$ cat src/hw/rtl/fldf_pkg.sv
// Shared types and constants for the fixed-length frame deframer.
// No dependencies; the chain, the deframer and the testbench refer here by scoped name.
`timescale 1ns / 1ps

package fldf_pkg;

    // result kinds
    localparam logic [1:0] EV_FRAME_BYTE = 2'd0;
    localparam logic [1:0] EV_RESYNC     = 2'd1;
    localparam logic [1:0] EV_INVALID    = 2'd2;

    // configuration register indexes
    localparam logic [1:0] CFG_START_BYTE = 2'd0;
    localparam logic [1:0] CFG_END_BYTE   = 2'd1;
    localparam logic [1:0] CFG_SKIP_LB    = 2'd2;

    localparam logic [7:0] START_RESET = 8'h53;
    localparam logic [7:0] END_RESET   = 8'h45;
    localparam logic [7:0] BYTE_CR     = 8'h0D;
    localparam logic [7:0] BYTE_LF     = 8'h0A;

    // control of the byte chain: shift everything one cell toward the head
    typedef struct packed {
        logic       shift;
        logic [7:0] din;
    } chain_ctrl_t;

endpackage

$ cat src/hw/rtl/fldf_if.sv
// Valid/ready channel interfaces for received bytes and result words.
// Depends on nothing.
`timescale 1ns / 1ps

interface fldf_rx_if;
    logic       valid;
    logic       ready;
    logic [7:0] rx_byte;

    modport source (output valid, output rx_byte, input ready);
    modport sink   (input valid, input rx_byte, output ready);
endinterface

interface fldf_ev_if;
    logic       valid;
    logic       ready;
    logic [1:0] event_kind;
    logic [7:0] frame_byte;
    logic       last_of_run;

    modport source (output valid, output event_kind, output frame_byte,
                    output last_of_run, input ready);
    modport sink   (input valid, input event_kind, input frame_byte,
                    input last_of_run, output ready);
endinterface

$ cat src/hw/rtl/fldf_cell.sv
// One byte cell of the frame chain.
// Depends on nothing; the chain hands it the shared shift enable.
`timescale 1ns / 1ps

module fldf_cell (
    input  logic                      clk,
    input  logic                      shift,
    input  logic [7:0]                neighbor,
    output logic [7:0]                q
);

    logic [7:0] data_reg;

    always_ff @(posedge clk)
    begin
        if (shift)
        begin
            data_reg <= neighbor;
        end
    end

    assign q = data_reg;

endmodule

$ cat src/hw/rtl/fldf_chain.sv
// Row of byte cells holding one frame; new bytes enter at the tail,
// the oldest byte sits at the head. Depends on fldf_pkg and fldf_cell.
`timescale 1ns / 1ps

module fldf_chain #(
    parameter int FRAME_LEN = 14
) (
    input  logic                  clk,
    input  fldf_pkg::chain_ctrl_t ctrl,
    output logic [7:0]            head
);

    logic [7:0] cell_q [FRAME_LEN];

    for (genvar i = 0; i < FRAME_LEN; i++)
    begin : g_cell
        logic [7:0] nb;
        if (i == FRAME_LEN - 1)
        begin : g_tail
            assign nb = ctrl.din;
        end
        else
        begin : g_mid
            assign nb = cell_q[i + 1];
        end

        fldf_cell u_cell (
            .clk      (clk),
            .shift    (ctrl.shift),
            .neighbor (nb),
            .q        (cell_q[i])
        );
    end

    assign head = cell_q[0];

endmodule

$ cat src/hw/rtl/fixed_length_frame_deframer_unit.sv
// Fixed-length frame deframer: start byte, DATA_LENGTH bytes, end byte.
// Output: resync / invalid word in the cycle after its byte; a good frame's
//   words come one per cycle from the chain head once drain is set, unless stalled.
// Throughput: 1 byte per cycle; input held off while a good frame drains
//   (chain shift is the only path to the output) and under output stalls.
// Reset: rst_n async, idle waiting for start, registers to 'S', 'E', skip on.
`timescale 1ns / 1ps

module fixed_length_frame_deframer_unit #(
    parameter int DATA_LENGTH = 12
) (
    input  logic        clk,
    input  logic        rst_n,
    input  logic        cfg_we,
    input  logic [1:0]  cfg_index,
    input  logic [7:0]  cfg_data,
    fldf_rx_if.sink     rx,
    fldf_ev_if.source   ev
);

    localparam int FRAME_LEN = DATA_LENGTH + 2;
    localparam int POS_W     = $clog2(FRAME_LEN);
    localparam logic [POS_W-1:0] POS_LAST = POS_W'(FRAME_LEN - 1);

    // configuration
    logic [7:0] start_byte_reg;
    logic [7:0] end_byte_reg;
    logic       skip_lb_reg;

    always_ff @(posedge clk or negedge rst_n)
    begin
        if (!rst_n)
        begin
            start_byte_reg <= fldf_pkg::START_RESET;
            end_byte_reg   <= fldf_pkg::END_RESET;
            skip_lb_reg    <= 1'b1;
        end
        else if (cfg_we)
        begin
            case (cfg_index)
                fldf_pkg::CFG_START_BYTE: start_byte_reg <= cfg_data;
                fldf_pkg::CFG_END_BYTE:   end_byte_reg   <= cfg_data;
                fldf_pkg::CFG_SKIP_LB:    skip_lb_reg    <= cfg_data[0];
                default: ;
            endcase
        end
    end

    // control state
    logic             in_frame_reg,  in_frame_next;
    logic [POS_W-1:0] fill_reg,      fill_next;
    logic             drain_reg,     drain_next;   // replaying a good frame
    logic [POS_W-1:0] drain_cnt_reg, drain_cnt_next;

    // output word register
    logic       ev_valid_reg, ev_valid_next;
    logic [1:0] ev_kind_reg,  ev_kind_next;
    logic [7:0] ev_byte_reg,  ev_byte_next;
    logic       ev_last_reg,  ev_last_next;

    fldf_pkg::chain_ctrl_t chain_ctrl;
    logic [7:0]            chain_head;

    logic       slot_free;
    logic       accept;
    logic [7:0] b;
    logic       skip;

    // a byte is taken only when the output slot can hold whatever it causes
    assign slot_free = !ev_valid_reg || ev.ready;
    assign rx.ready  = !drain_reg && slot_free;
    assign accept    = rx.valid && rx.ready;
    assign b         = rx.rx_byte;
    assign skip      = skip_lb_reg && (b == fldf_pkg::BYTE_CR || b == fldf_pkg::BYTE_LF);

    always_comb
    begin
        in_frame_next    = in_frame_reg;
        fill_next        = fill_reg;
        drain_next       = drain_reg;
        drain_cnt_next   = drain_cnt_reg;
        ev_valid_next    = ev_valid_reg && !ev.ready;
        ev_kind_next     = ev_kind_reg;
        ev_byte_next     = ev_byte_reg;
        ev_last_next     = ev_last_reg;
        chain_ctrl.shift = 1'b0;
        chain_ctrl.din   = b;

        if (accept && !skip)
        begin
            if (b == start_byte_reg)
            begin
                // opens a frame, or restarts one already running
                chain_ctrl.shift = 1'b1;
                fill_next        = POS_W'(1);
                in_frame_next    = 1'b1;
                if (in_frame_reg)
                begin
                    ev_valid_next = 1'b1;
                    ev_kind_next  = fldf_pkg::EV_RESYNC;
                    ev_byte_next  = 8'h00;
                    ev_last_next  = 1'b1;
                end
            end
            else if (in_frame_reg)
            begin
                chain_ctrl.shift = 1'b1;
                if (fill_reg == POS_LAST)
                begin
                    in_frame_next = 1'b0;
                    fill_next     = '0;
                    if (b == end_byte_reg)
                    begin
                        drain_next     = 1'b1;
                        drain_cnt_next = '0;
                    end
                    else
                    begin
                        ev_valid_next = 1'b1;
                        ev_kind_next  = fldf_pkg::EV_INVALID;
                        ev_byte_next  = 8'h00;
                        ev_last_next  = 1'b1;
                    end
                end
                else
                begin
                    fill_next = fill_reg + POS_W'(1);
                end
            end
        end
        else if (drain_reg && slot_free)
        begin
            // pop the head of the chain into the output slot
            chain_ctrl.shift = 1'b1;
            chain_ctrl.din   = 8'h00;
            ev_valid_next    = 1'b1;
            ev_kind_next     = fldf_pkg::EV_FRAME_BYTE;
            ev_byte_next     = chain_head;
            ev_last_next     = (drain_cnt_reg == POS_LAST);
            drain_cnt_next   = drain_cnt_reg + POS_W'(1);
            if (drain_cnt_reg == POS_LAST)
            begin
                drain_next = 1'b0;
            end
        end
    end

    always_ff @(posedge clk or negedge rst_n)
    begin
        if (!rst_n)
        begin
            in_frame_reg  <= 1'b0;
            fill_reg      <= '0;
            drain_reg     <= 1'b0;
            drain_cnt_reg <= '0;
            ev_valid_reg  <= 1'b0;
        end
        else
        begin
            in_frame_reg  <= in_frame_next;
            fill_reg      <= fill_next;
            drain_reg     <= drain_next;
            drain_cnt_reg <= drain_cnt_next;
            ev_valid_reg  <= ev_valid_next;
        end
    end

    // payload, no reset
    always_ff @(posedge clk)
    begin
        ev_kind_reg <= ev_kind_next;
        ev_byte_reg <= ev_byte_next;
        ev_last_reg <= ev_last_next;
    end

    fldf_chain #(
        .FRAME_LEN (FRAME_LEN)
    ) u_chain (
        .clk  (clk),
        .ctrl (chain_ctrl),
        .head (chain_head)
    );

    assign ev.valid       = ev_valid_reg;
    assign ev.event_kind  = ev_kind_reg;
    assign ev.frame_byte  = ev_byte_reg;
    assign ev.last_of_run = ev_last_reg;

endmodule

$ cat src/flat_wrapper.sv
// flat-port wrapper written by rule: the top's interface ports become plain ports
module fixed_length_frame_deframer_unit_flat 
#(
    parameter int DATA_LENGTH = 12
)
  (clk, rst_n, cfg_we, cfg_index, cfg_data, rx_valid, rx_rx_byte, rx_ready, ev_valid, ev_event_kind, ev_frame_byte, ev_last_of_run, ev_ready);
  fldf_rx_if rx_i ();
  fldf_ev_if ev_i ();
  input  logic clk;
  input  logic rst_n;
  input  logic cfg_we;
  input  logic [1:0] cfg_index;
  input  logic [7:0] cfg_data;
  input wire logic [$bits(rx_i.valid)-1:0] rx_valid;
  input wire logic [$bits(rx_i.rx_byte)-1:0] rx_rx_byte;
  output wire logic [$bits(rx_i.ready)-1:0] rx_ready;
  output wire logic [$bits(ev_i.valid)-1:0] ev_valid;
  output wire logic [$bits(ev_i.event_kind)-1:0] ev_event_kind;
  output wire logic [$bits(ev_i.frame_byte)-1:0] ev_frame_byte;
  output wire logic [$bits(ev_i.last_of_run)-1:0] ev_last_of_run;
  input wire logic [$bits(ev_i.ready)-1:0] ev_ready;
  assign rx_i.valid = rx_valid;
  assign rx_i.rx_byte = rx_rx_byte;
  assign rx_ready = rx_i.ready;
  assign ev_valid = ev_i.valid;
  assign ev_event_kind = ev_i.event_kind;
  assign ev_frame_byte = ev_i.frame_byte;
  assign ev_last_of_run = ev_i.last_of_run;
  assign ev_i.ready = ev_ready;
  fixed_length_frame_deframer_unit #(.DATA_LENGTH(DATA_LENGTH)) u_core (.clk(clk), .rst_n(rst_n), .cfg_we(cfg_we), .cfg_index(cfg_index), .cfg_data(cfg_data), .rx(rx_i), .ev(ev_i));
endmodule
$ cat config.mk
export PLATFORM = sky130hd
export DESIGN_NAME = fixed_length_frame_deframer_unit_flat
export DESIGN_NICKNAME = d
export VERILOG_FILES = /design/src/hw/rtl/fldf_pkg.sv /design/src/hw/rtl/fldf_if.sv /design/src/hw/rtl/fldf_cell.sv /design/src/hw/rtl/fldf_chain.sv /design/src/hw/rtl/fixed_length_frame_deframer_unit.sv /design/src/flat_wrapper.sv
export SDC_FILE = /design/constraint.sdc
export NUM_CORES = 1
export LEC_CHECK = 0
export BUFFER_PORTS_ARGS = -buffer_cell sky130_fd_sc_hd__buf_2
export CELL_PAD_IN_SITES_DETAIL_PLACEMENT = 1
export CELL_PAD_IN_SITES_GLOBAL_PLACEMENT = 1
export CORE_MARGIN = 10
export CORE_UTILIZATION = 45
export CTS_BUF_LIST = sky130_fd_sc_hd__clkbuf_8
export CTS_CLUSTER_DIAMETER = 120
export CTS_CLUSTER_SIZE = 8
export DETAILED_ROUTE_END_ITERATION = 12
export GPL_TIMING_DRIVEN = 0
export PLACE_DENSITY = 0.81
export SYNTH_ARGS = -nofsm -noshare
export SYNTH_HDL_FRONTEND = slang
export SYNTH_HIERARCHICAL = 1
export SYNTH_SLANG_ARGS = --single-unit
$ cat constraint.sdc
create_clock -name clk -period 7 [get_ports clk]
set_clock_uncertainty 0.05 [all_clocks]
set_input_delay 0.7 -clock clk [delete_from_list [all_inputs] [get_ports clk]]
set_output_delay 0.7 -clock clk [all_outputs]
set_load 0.05 [all_outputs]
==> results of run 1 <==
## critical path: cells and delay by family (launching register included)
family          cells  cell delay, ns
simple gates        3            1.25
flops               1            0.54
buf+inv             1            0.37
compound gates      1            0.32
xor+xnor            1            0.08
## cells by family after synthesis
group | synth area share (%)
xor gates and xnor gates | 2.63
adders and majority gates | 0.939
and+or+nand+nor | 5.77
DFF | 82.6
muxes | 3.97
AOI/OAI and AO/OA | 3.66
buffers and inverters | 0.422
## cell type report
type / instances / area share (%)
clock inverters: 12 / 2.56
flip-flops and latches: 151 / 71.5
plain buffers: 2 / 0.122
well taps: 143 / 2.90
multi-input cells: 121 / 14.8
repair buffers: 37 / 3.41
clock buffers: 20 / 4.47
inverters: 4 / 0.244
## per-stage QoR
step                power [W]  worst slack, ns  hold WS, ns  area (µm²)  std cells
floorplan             0.00129             1.86        0.350        5330        278
global placement      0.00134             1.41        0.351        5690        456
detailed placement    0.00136             3.65        0.356        5720        457
CTS                   0.00207             3.98        0.229        6150        489
global route          0.00214             3.74        0.235        6160        490
finish                0.00204             4.01        0.239        6160        490
## worst min-delay path by stage
stage	startpoint	to	slack, ns	depth (start not counted)
global route	rst_n	u_core/in_frame_reg	0.24	1
global placement	u_core/u_chain/g_cell[13].u_cell/q[2]	u_core/u_chain/g_cell[12].u_cell/q[2]	0.35	0
finish	rst_n	u_core/end_byte_reg[1]	0.24	1
floorplan	rst_n	u_core/drain_cnt_reg[0]	0.35	0
CTS	rst_n	u_core/in_frame_reg	0.23	1
detailed placement	u_core/u_chain/g_cell[5].u_cell/q[7]	u_core/u_chain/g_cell[4].u_cell/q[7]	0.36	0
## power by group through the flow
stage               clock [W]  combinational (W)  sequential (W)
floorplan                   0           0.000109         0.00118
global placement            0           0.000156         0.00119
detailed placement          0           0.000177         0.00118
CTS                  0.000730           0.000177         0.00116
global route         0.000767           0.000195         0.00117
finish               0.000706           0.000175         0.00116
## placed cells by master, fill, tap and decap left out, drive strengths merged, types with 4 or more instances in the layout
cell type    n
a21oi        9
and2        17
buf         36
bufinv       4
clkbuf      23
clkinv       6
dfrtp       20
dfstp        8
edfxtp     123
ha           4
inv          6
mux2        17
nand2       12
nand3        5
nor2         4
o21ai        9
xnor2        8
xor2         8
## routing by layer
layer / vias up / global-route usage (%) / share of wire (%)
met2: 58 / 17.5 / 48
met1: 1308 / 13.9 / 44
met4: 0 / 7.29 / 2.5
met5: - / 0 / 0
met3: 15 / 4.27 / 5.2
li1: 1166 / - / -
==> results.md, run 1 <==
* Status: completed
* CP max FO at 70
* Tightest Pin Transition at 1.12 ns
* CP cell instances: xor2_1 > nor4_1 > nand2_1 > a21o_2 > nand2_4 > buf_16
* Worst VDD drop at 0.000176 V
* Sw Ratio at 22.3%
* Via density at 5.20
* TritonCTS Sinks at 151
* Dominant cell type by area after synthesis: edfxtp_1
* Worst EP arrival at 3.05 ns
* Die X at 129 µm
* Clk buf depth at 2
* Clock share of power at 34.5%
* R2R cell count at 6
* GRT Total Usage at 11.6%
* F_max at 0.335 GHz
* Post-layout min period at 2.99 ns
* Num ports at 36
* Syn-to-layout area delta at 15.6%
* Cts repair resizes at 0
* Worst slew margin at 25.3%
* # diodes at 0
* CP peak stage delay at 0.54 ns
* Commonest cells in the netlist: edfxtp_1 (123), dfrtp_1 (20), mux2_2 (17)
* Seq/Total Area, Yosys at 82.6%
* Slew Viols, Final at 0
* Register area at 4400 µm²
* Initial Util at 46.3%
* CP endpoint: u_core/u_chain/g_cell[1].u_cell/q[7]
* Internal power at 0.00159 W
* HPWL Detailed at 5930 µm
* Number of buffers created by CTS at 17
* Core Util, Final at 53.5%
* DR vias at 2,547
* Post-route DRC at 0
* Synth top area share at 69.3%
* Combinational power share at 8.5%
* Worst setup SP type: flop
* Post-synth EDFFs at 123
* Post-CTS Setup Inserts at 0
* Largest net degree at the start of global routing at 71
* Mapped Nets at 305
* Post-Syn Instances at 278
* Yosys reg bits at 151
* Reg2reg start: u_core/start_byte_reg[6]
* Worst setup EP type: flop
* Crit Path Category: flop to flop
* Switching power at 0.000455 W
* First-pass DRT Iterations at 4
* Hold violation count in the final report at 0
* RSZ-0062 raised after global routing: no
* Asr flop ratio synth at 18.5%
* Top-count cell post-synth: edfxtp_1
* Post-CTS Hold Buffers at 0
* Mapped Avg Cell Area at 19.2 µm²
* Crit-path slowest cell: dfstp_2
* Final period utilization at 42.7%
* Pwr dens at 331 nW/µm²
* Final setup fails at 0
* CP startpoint: u_core/start_byte_reg[6]
* Flip-flop count of the largest register after layout at 112
* Total Routed Length at 8820 µm
* Yosys warns at 6
* Multi-input logic area at 912 µm²
* Sequential share of power at 56.9%
* Leakage power at 2.19 nW
* Ys flop type: edfxtp_1
* CTS tree: done
* Detailed Route Iter0 Violations at 171
* H-tree Lvls at 4
* WL per Instance at 18.0 µm
* Site row count at 39
* Ranking of synthesized cells by area: edfxtp_1 (69%), dfrtp_1 (9.4%), dfstp_2 (3.9%)
* Port bufs at 35
* Mapped Area at 5330 µm²
* Layout fillers at 1,068
* Total negative slack at 0 ns
* Max Cap Viol at 0
* Core footprint at 11,500 µm²
* Share of cells above drive strength 1 at 28.8%
* RePlAce Congestion at 0.827
* Clock-pin slew on the worst setup and hold paths at 0.07 ns
* Cell variety after synth at 35
* Antenna viol nets, final at 0
* Initial antenna violation count at 0
* R2r endpoint: u_core/u_chain/g_cell[1].u_cell/q[7]
* Total die area at 16,600 µm²
* Reg2Reg Setup Slack at 4.01 ns
* Number of global-route vias before repair at 2,807
* Worst EP required at 7.06 ns
* Clk root buf: clkbuf_8
* Hold Path Class: input pin to async pin
* Clk Latency, worst-skew pair at 0.44 ns
* GRT Residual Overflow at 0
* # nets final at 361
* Die Y at 129 µm
* First-pass GRT wire length at 14,500 µm
(Power assumes the default switching activity.)
==> run 2, diff against run 1 <==
--- a/config.mk
+++ b/config.mk
@@ -5,6 +5,7 @@
 export SDC_FILE = /design/constraint.sdc
 export NUM_CORES = 1
 export LEC_CHECK = 0
+export ABC_AREA = 1
 export BUFFER_PORTS_ARGS = -buffer_cell sky130_fd_sc_hd__buf_2
 export CELL_PAD_IN_SITES_DETAIL_PLACEMENT = 1
 export CELL_PAD_IN_SITES_GLOBAL_PLACEMENT = 1
@@ -15,7 +16,7 @@
 export CTS_CLUSTER_SIZE = 8
 export DETAILED_ROUTE_END_ITERATION = 12
 export GPL_TIMING_DRIVEN = 0
-export PLACE_DENSITY = 0.81
+export PLACE_DENSITY = 0.83
 export SYNTH_ARGS = -nofsm -noshare
 export SYNTH_HDL_FRONTEND = slang
 export SYNTH_HIERARCHICAL = 1
==> constraint.sdc (replaced) <==
create_clock -name clk -period 2.77 [get_ports clk]
set_clock_uncertainty 0.05 [all_clocks]
set_input_delay 0.277 -clock clk [delete_from_list [all_inputs] [get_ports clk]]
set_output_delay 0.277 -clock clk [all_outputs]
set_load 0.05 [all_outputs]
==> run 2 against run 1 <==
Clock power up 150%. Highest routed layer unchanged. Cell count up 23%. Critical path depth up 1. Largest power group unchanged. Wire length up 7.7%.
==> results.md, run 2 <==
* Worst EP required at 2.73 ns (-4.33 ns)
* Reg2reg start: u_core/skip_lb_reg
* TritonCTS Sinks at 151 (unchanged)
* Internal power at 0.00488 W (+210%)
* CTS tree: done
* First-pass DRT Iterations at 4 (unchanged)
* Clk Latency, worst-skew pair at 0.45 ns (about the same)
* Post-CTS Setup Inserts at 0 (unchanged)
* Worst Hold Margin at 0.0316 ns (-0.208 ns)
* Total Routed Length at 9500 µm (+7.7%)
* Clock-pin slew on the worst setup and hold paths at 0.08 ns (about the same)
* Max Cap Viol at 0 (unchanged)
* Post-synth EDFFs at 123 (unchanged)
* Combinational power share at 17.8% (+9.3 points)
* RePlAce Congestion at 0.828 (+0.12%)
* Cell variety after synth at 24 (-31%)
* CP endpoint: u_core/u_chain/g_cell[13].u_cell/q[6]
* # nets final at 469 (+30%)
* Worst setup SP type: flop
* R2r endpoint: u_core/u_chain/g_cell[13].u_cell/q[6]
* Status: completed
* Total power at 0.00692 W (+240%)
* Synth top area share at 66.8% (-2.5 points)
* Antenna viol nets, final at 0 (unchanged)
* WL per Instance at 15.8 µm (-12%)
* F_max at 0.392 GHz (+17%)
* Detailed Route Iter0 Violations at 263 (+54%)
* Reg2Reg Setup Slack at 0.22 ns (-3.79 ns)
* Asr flop ratio synth at 18.5% (unchanged)
* Total die area at 17,100 µm² (+3.1%)
* Worst slew margin at 45.8% (+20 points)
* CP max FO at 112 (+60%)
* Final period utilization at 92.0% (+49 points)
* RSZ-0062 raised after global routing: no
* Number of buffers created by CTS at 17 (unchanged)
* Hold depth at 3
* Yosys reg bits at 151 (unchanged)
* Number of global-route vias before repair at 3,230 (+15%)
* Clock share of power at 25.5% (-9.0 points)
* Seq/Total Area, Yosys at 79.7% (-3.0 points)
* CP peak stage delay at 0.53 ns (about the same)
* Initial Util at 46.0% (-0.26 points)
* Setup WS pre-CTS at 0.173 ns (-3.47 ns)
* Num ports at 36 (unchanged)
* Post-layout min period at 2.55 ns (-0.441 ns)
* Clk root buf: clkbuf_8
* # diodes at 0 (unchanged)
* Tightest Pin Transition at 0.814 ns (-0.307 ns)
* GRT Total Usage at 12.2% (+0.59 points)
* Hold violation count in the final report at 0 (unchanged)
* HPWL Detailed at 6320 µm (+6.6%)
* Finished Layout Cells at 601 (+23%)
* Syn-to-layout area delta at 15.1%
* Commonest cells in the netlist: edfxtp_1 (123), nand2_1 (80), inv_1 (43)
* Share of cells above drive strength 1 at 21.1% (-7.7 points)
* Sw Ratio at 29.5% (+7.2 points)
* R2R cell count at 7 (+1)
* Flip-flop count of the largest register after layout at 112 (unchanged)
* CP cell instances: inv_1 > nor2_1 > nand3_2 > o21ai_2 > nor2_4 > nor2_4 > nand2_8
* Worst VDD drop at 0.000494 V (+180%)
* Top-count cell post-synth: edfxtp_1
* Sequential share of power at 56.7% (-0.2 points)
* First-pass GRT wire length at 15,500 µm (+6.8%)
* DR vias at 2,936 (+15%)
* GRT Residual Overflow at 0 (unchanged)
* Via density at 4.89 (-6.0%)
* Worst setup EP type: flop
* Mapped Avg Cell Area at 14.4 µm² (-25%)
* Crit Path Category: flop to flop
* Core footprint at 12,000 µm² (+4.3%)
* Fin worst setup slack at 0.221 ns (-3.79 ns)
* Crit-path most repeated cell: nor2_4
* Initial antenna violation count at 0 (unchanged)
* Placed insts at 566 (+24%)
* Ys flop type: edfxtp_1
* Slew Viols, Final at 0 (unchanged)
* Switching power at 0.00204 W (+350%)
* Hold Path Class: input pin to flop
* Dominant cell type by area after synthesis: edfxtp_1
* Site row count at 40 (+2.6%)
* Largest net degree at the start of global routing at 113 (+59%)
* Mapped Area at 5530 µm² (+3.7%)
* Total negative slack at 0 ns (unchanged)
* Die X at 131 µm (+1.6%)
* Worst EP arrival at 2.51 ns (-0.54 ns)
* Crit-path slowest cell: dfstp_2
* Post-route DRC at 0 (unchanged)
* Post-Syn Instances at 384 (+38%)
* Yosys warns at 6 (unchanged)
* Most frequent cells in the layout: edfxtp_1 (123), nand2_1 (79), inv_1 (44)
* CP startpoint: u_core/skip_lb_reg
* Leakage power at 2.56 nW (+17%)
* Ranking of synthesized cells by area: edfxtp_1 (67%), dfrtp_1 (9.1%), nand2_1 (5.4%)
* Commonest non-fill, non-tap cell in the layout: edfxtp_1
* Final setup fails at 0 (unchanged)
* H-tree Lvls at 4 (unchanged)
* Clk buf depth at 2 (unchanged)
* Die Y at 131 µm (+1.6%)
* Pwr dens at 1090 nW/µm² (+230%)
* Mapped Nets at 411 (+35%)
* Port bufs at 35 (unchanged)
run 2: layout make-up:
type	count	area, µm²
fillers	1212	5650
flip-flops and latches	151	4400
multi-input cells	182	946
clock buffers	17	234
repair buffers	39	215
well taps	147	184
clock inverters	14	183
inverters	48	180
plain buffers	3	18.8
run 2: worst min-delay path by stage:
stage           startpoint                  endpoint  slack (ns)
2_1_floorplan        rst_n   u_core/drain_cnt_reg[0]       -0.07
4_1_cts        cfg_data[2]    u_core/end_byte_reg[2]       0.003
3_3_place_gp         rst_n  u_core/start_byte_reg[2]        0.28
5_1_grt        cfg_data[2]    u_core/end_byte_reg[2]        0.02
6_report       cfg_data[2]    u_core/end_byte_reg[2]        0.03
3_5_place_dp         rst_n  u_core/start_byte_reg[2]        0.29
run 2: power by group through the flow:
| stage | Clock, W | Sequential, W | Combinational, W |
|---|---|---|---|
| after floorplan | 0 | 0.00407 | 0.000697 |
| final | 0.00176 | 0.00393 | 0.00123 |
| after detailed placement | 0 | 0.00398 | 0.00124 |
| after global routing | 0.00191 | 0.00402 | 0.00137 |
| after CTS | 0.00182 | 0.00394 | 0.00125 |
| after global placement | 0 | 0.00389 | 0.00118 |
run 2: critical path: cells and delay by family, from the launching register on:
kind | cells | cell delay (ns)
simple gates | 5 | 1.05
flops | 1 | 0.53
compound gates | 1 | 0.35
buf+inv | 1 | 0.05
run 2: stage by stage:
step / instance area, µm² / utilization, %
detailed placement: 5900 / 49.2
finish: 6360 / 53.0
global route: 6360 / 53.0
floorplan: 5550 / -
global placement: 5900 / 49.2
CTS: 6360 / 53.0
run 2: timing repair:
action                                  CTS  global route
resized for setup                         0             1
hold endpoints to repair                 24             0
hold buffers                              4             0
endpoints found under the setup margin    0            11
run 2: per-layer routing:
metal / wire length [µm] / up-vias / part of all wire (%) / global-route usage (%)
li1: - / 1407 / - / -
met1: 3910 / 1453 / 41 / 12.8
met2: 4950 / 56 / 52 / 20.6
met3: 459 / 20 / 4.8 / 4.92
met4: 187 / 0 / 2.0 / 6.67
met5: 0 / - / 0 / 0
run 2: cell families after synthesis:
| group | after synthesis | synth area share [%] |
|---|---|---|
| AOI/OAI and AO/OA | 25 | 2.33 |
| xor gates and xnor gates | 12 | 1.90 |
| adders and majority gates | 4 | 0.905 |
| buffers and inverters | 51 | 3.60 |
| DFF | 151 | 79.7 |
| and+or+nand+nor | 141 | 11.6 |
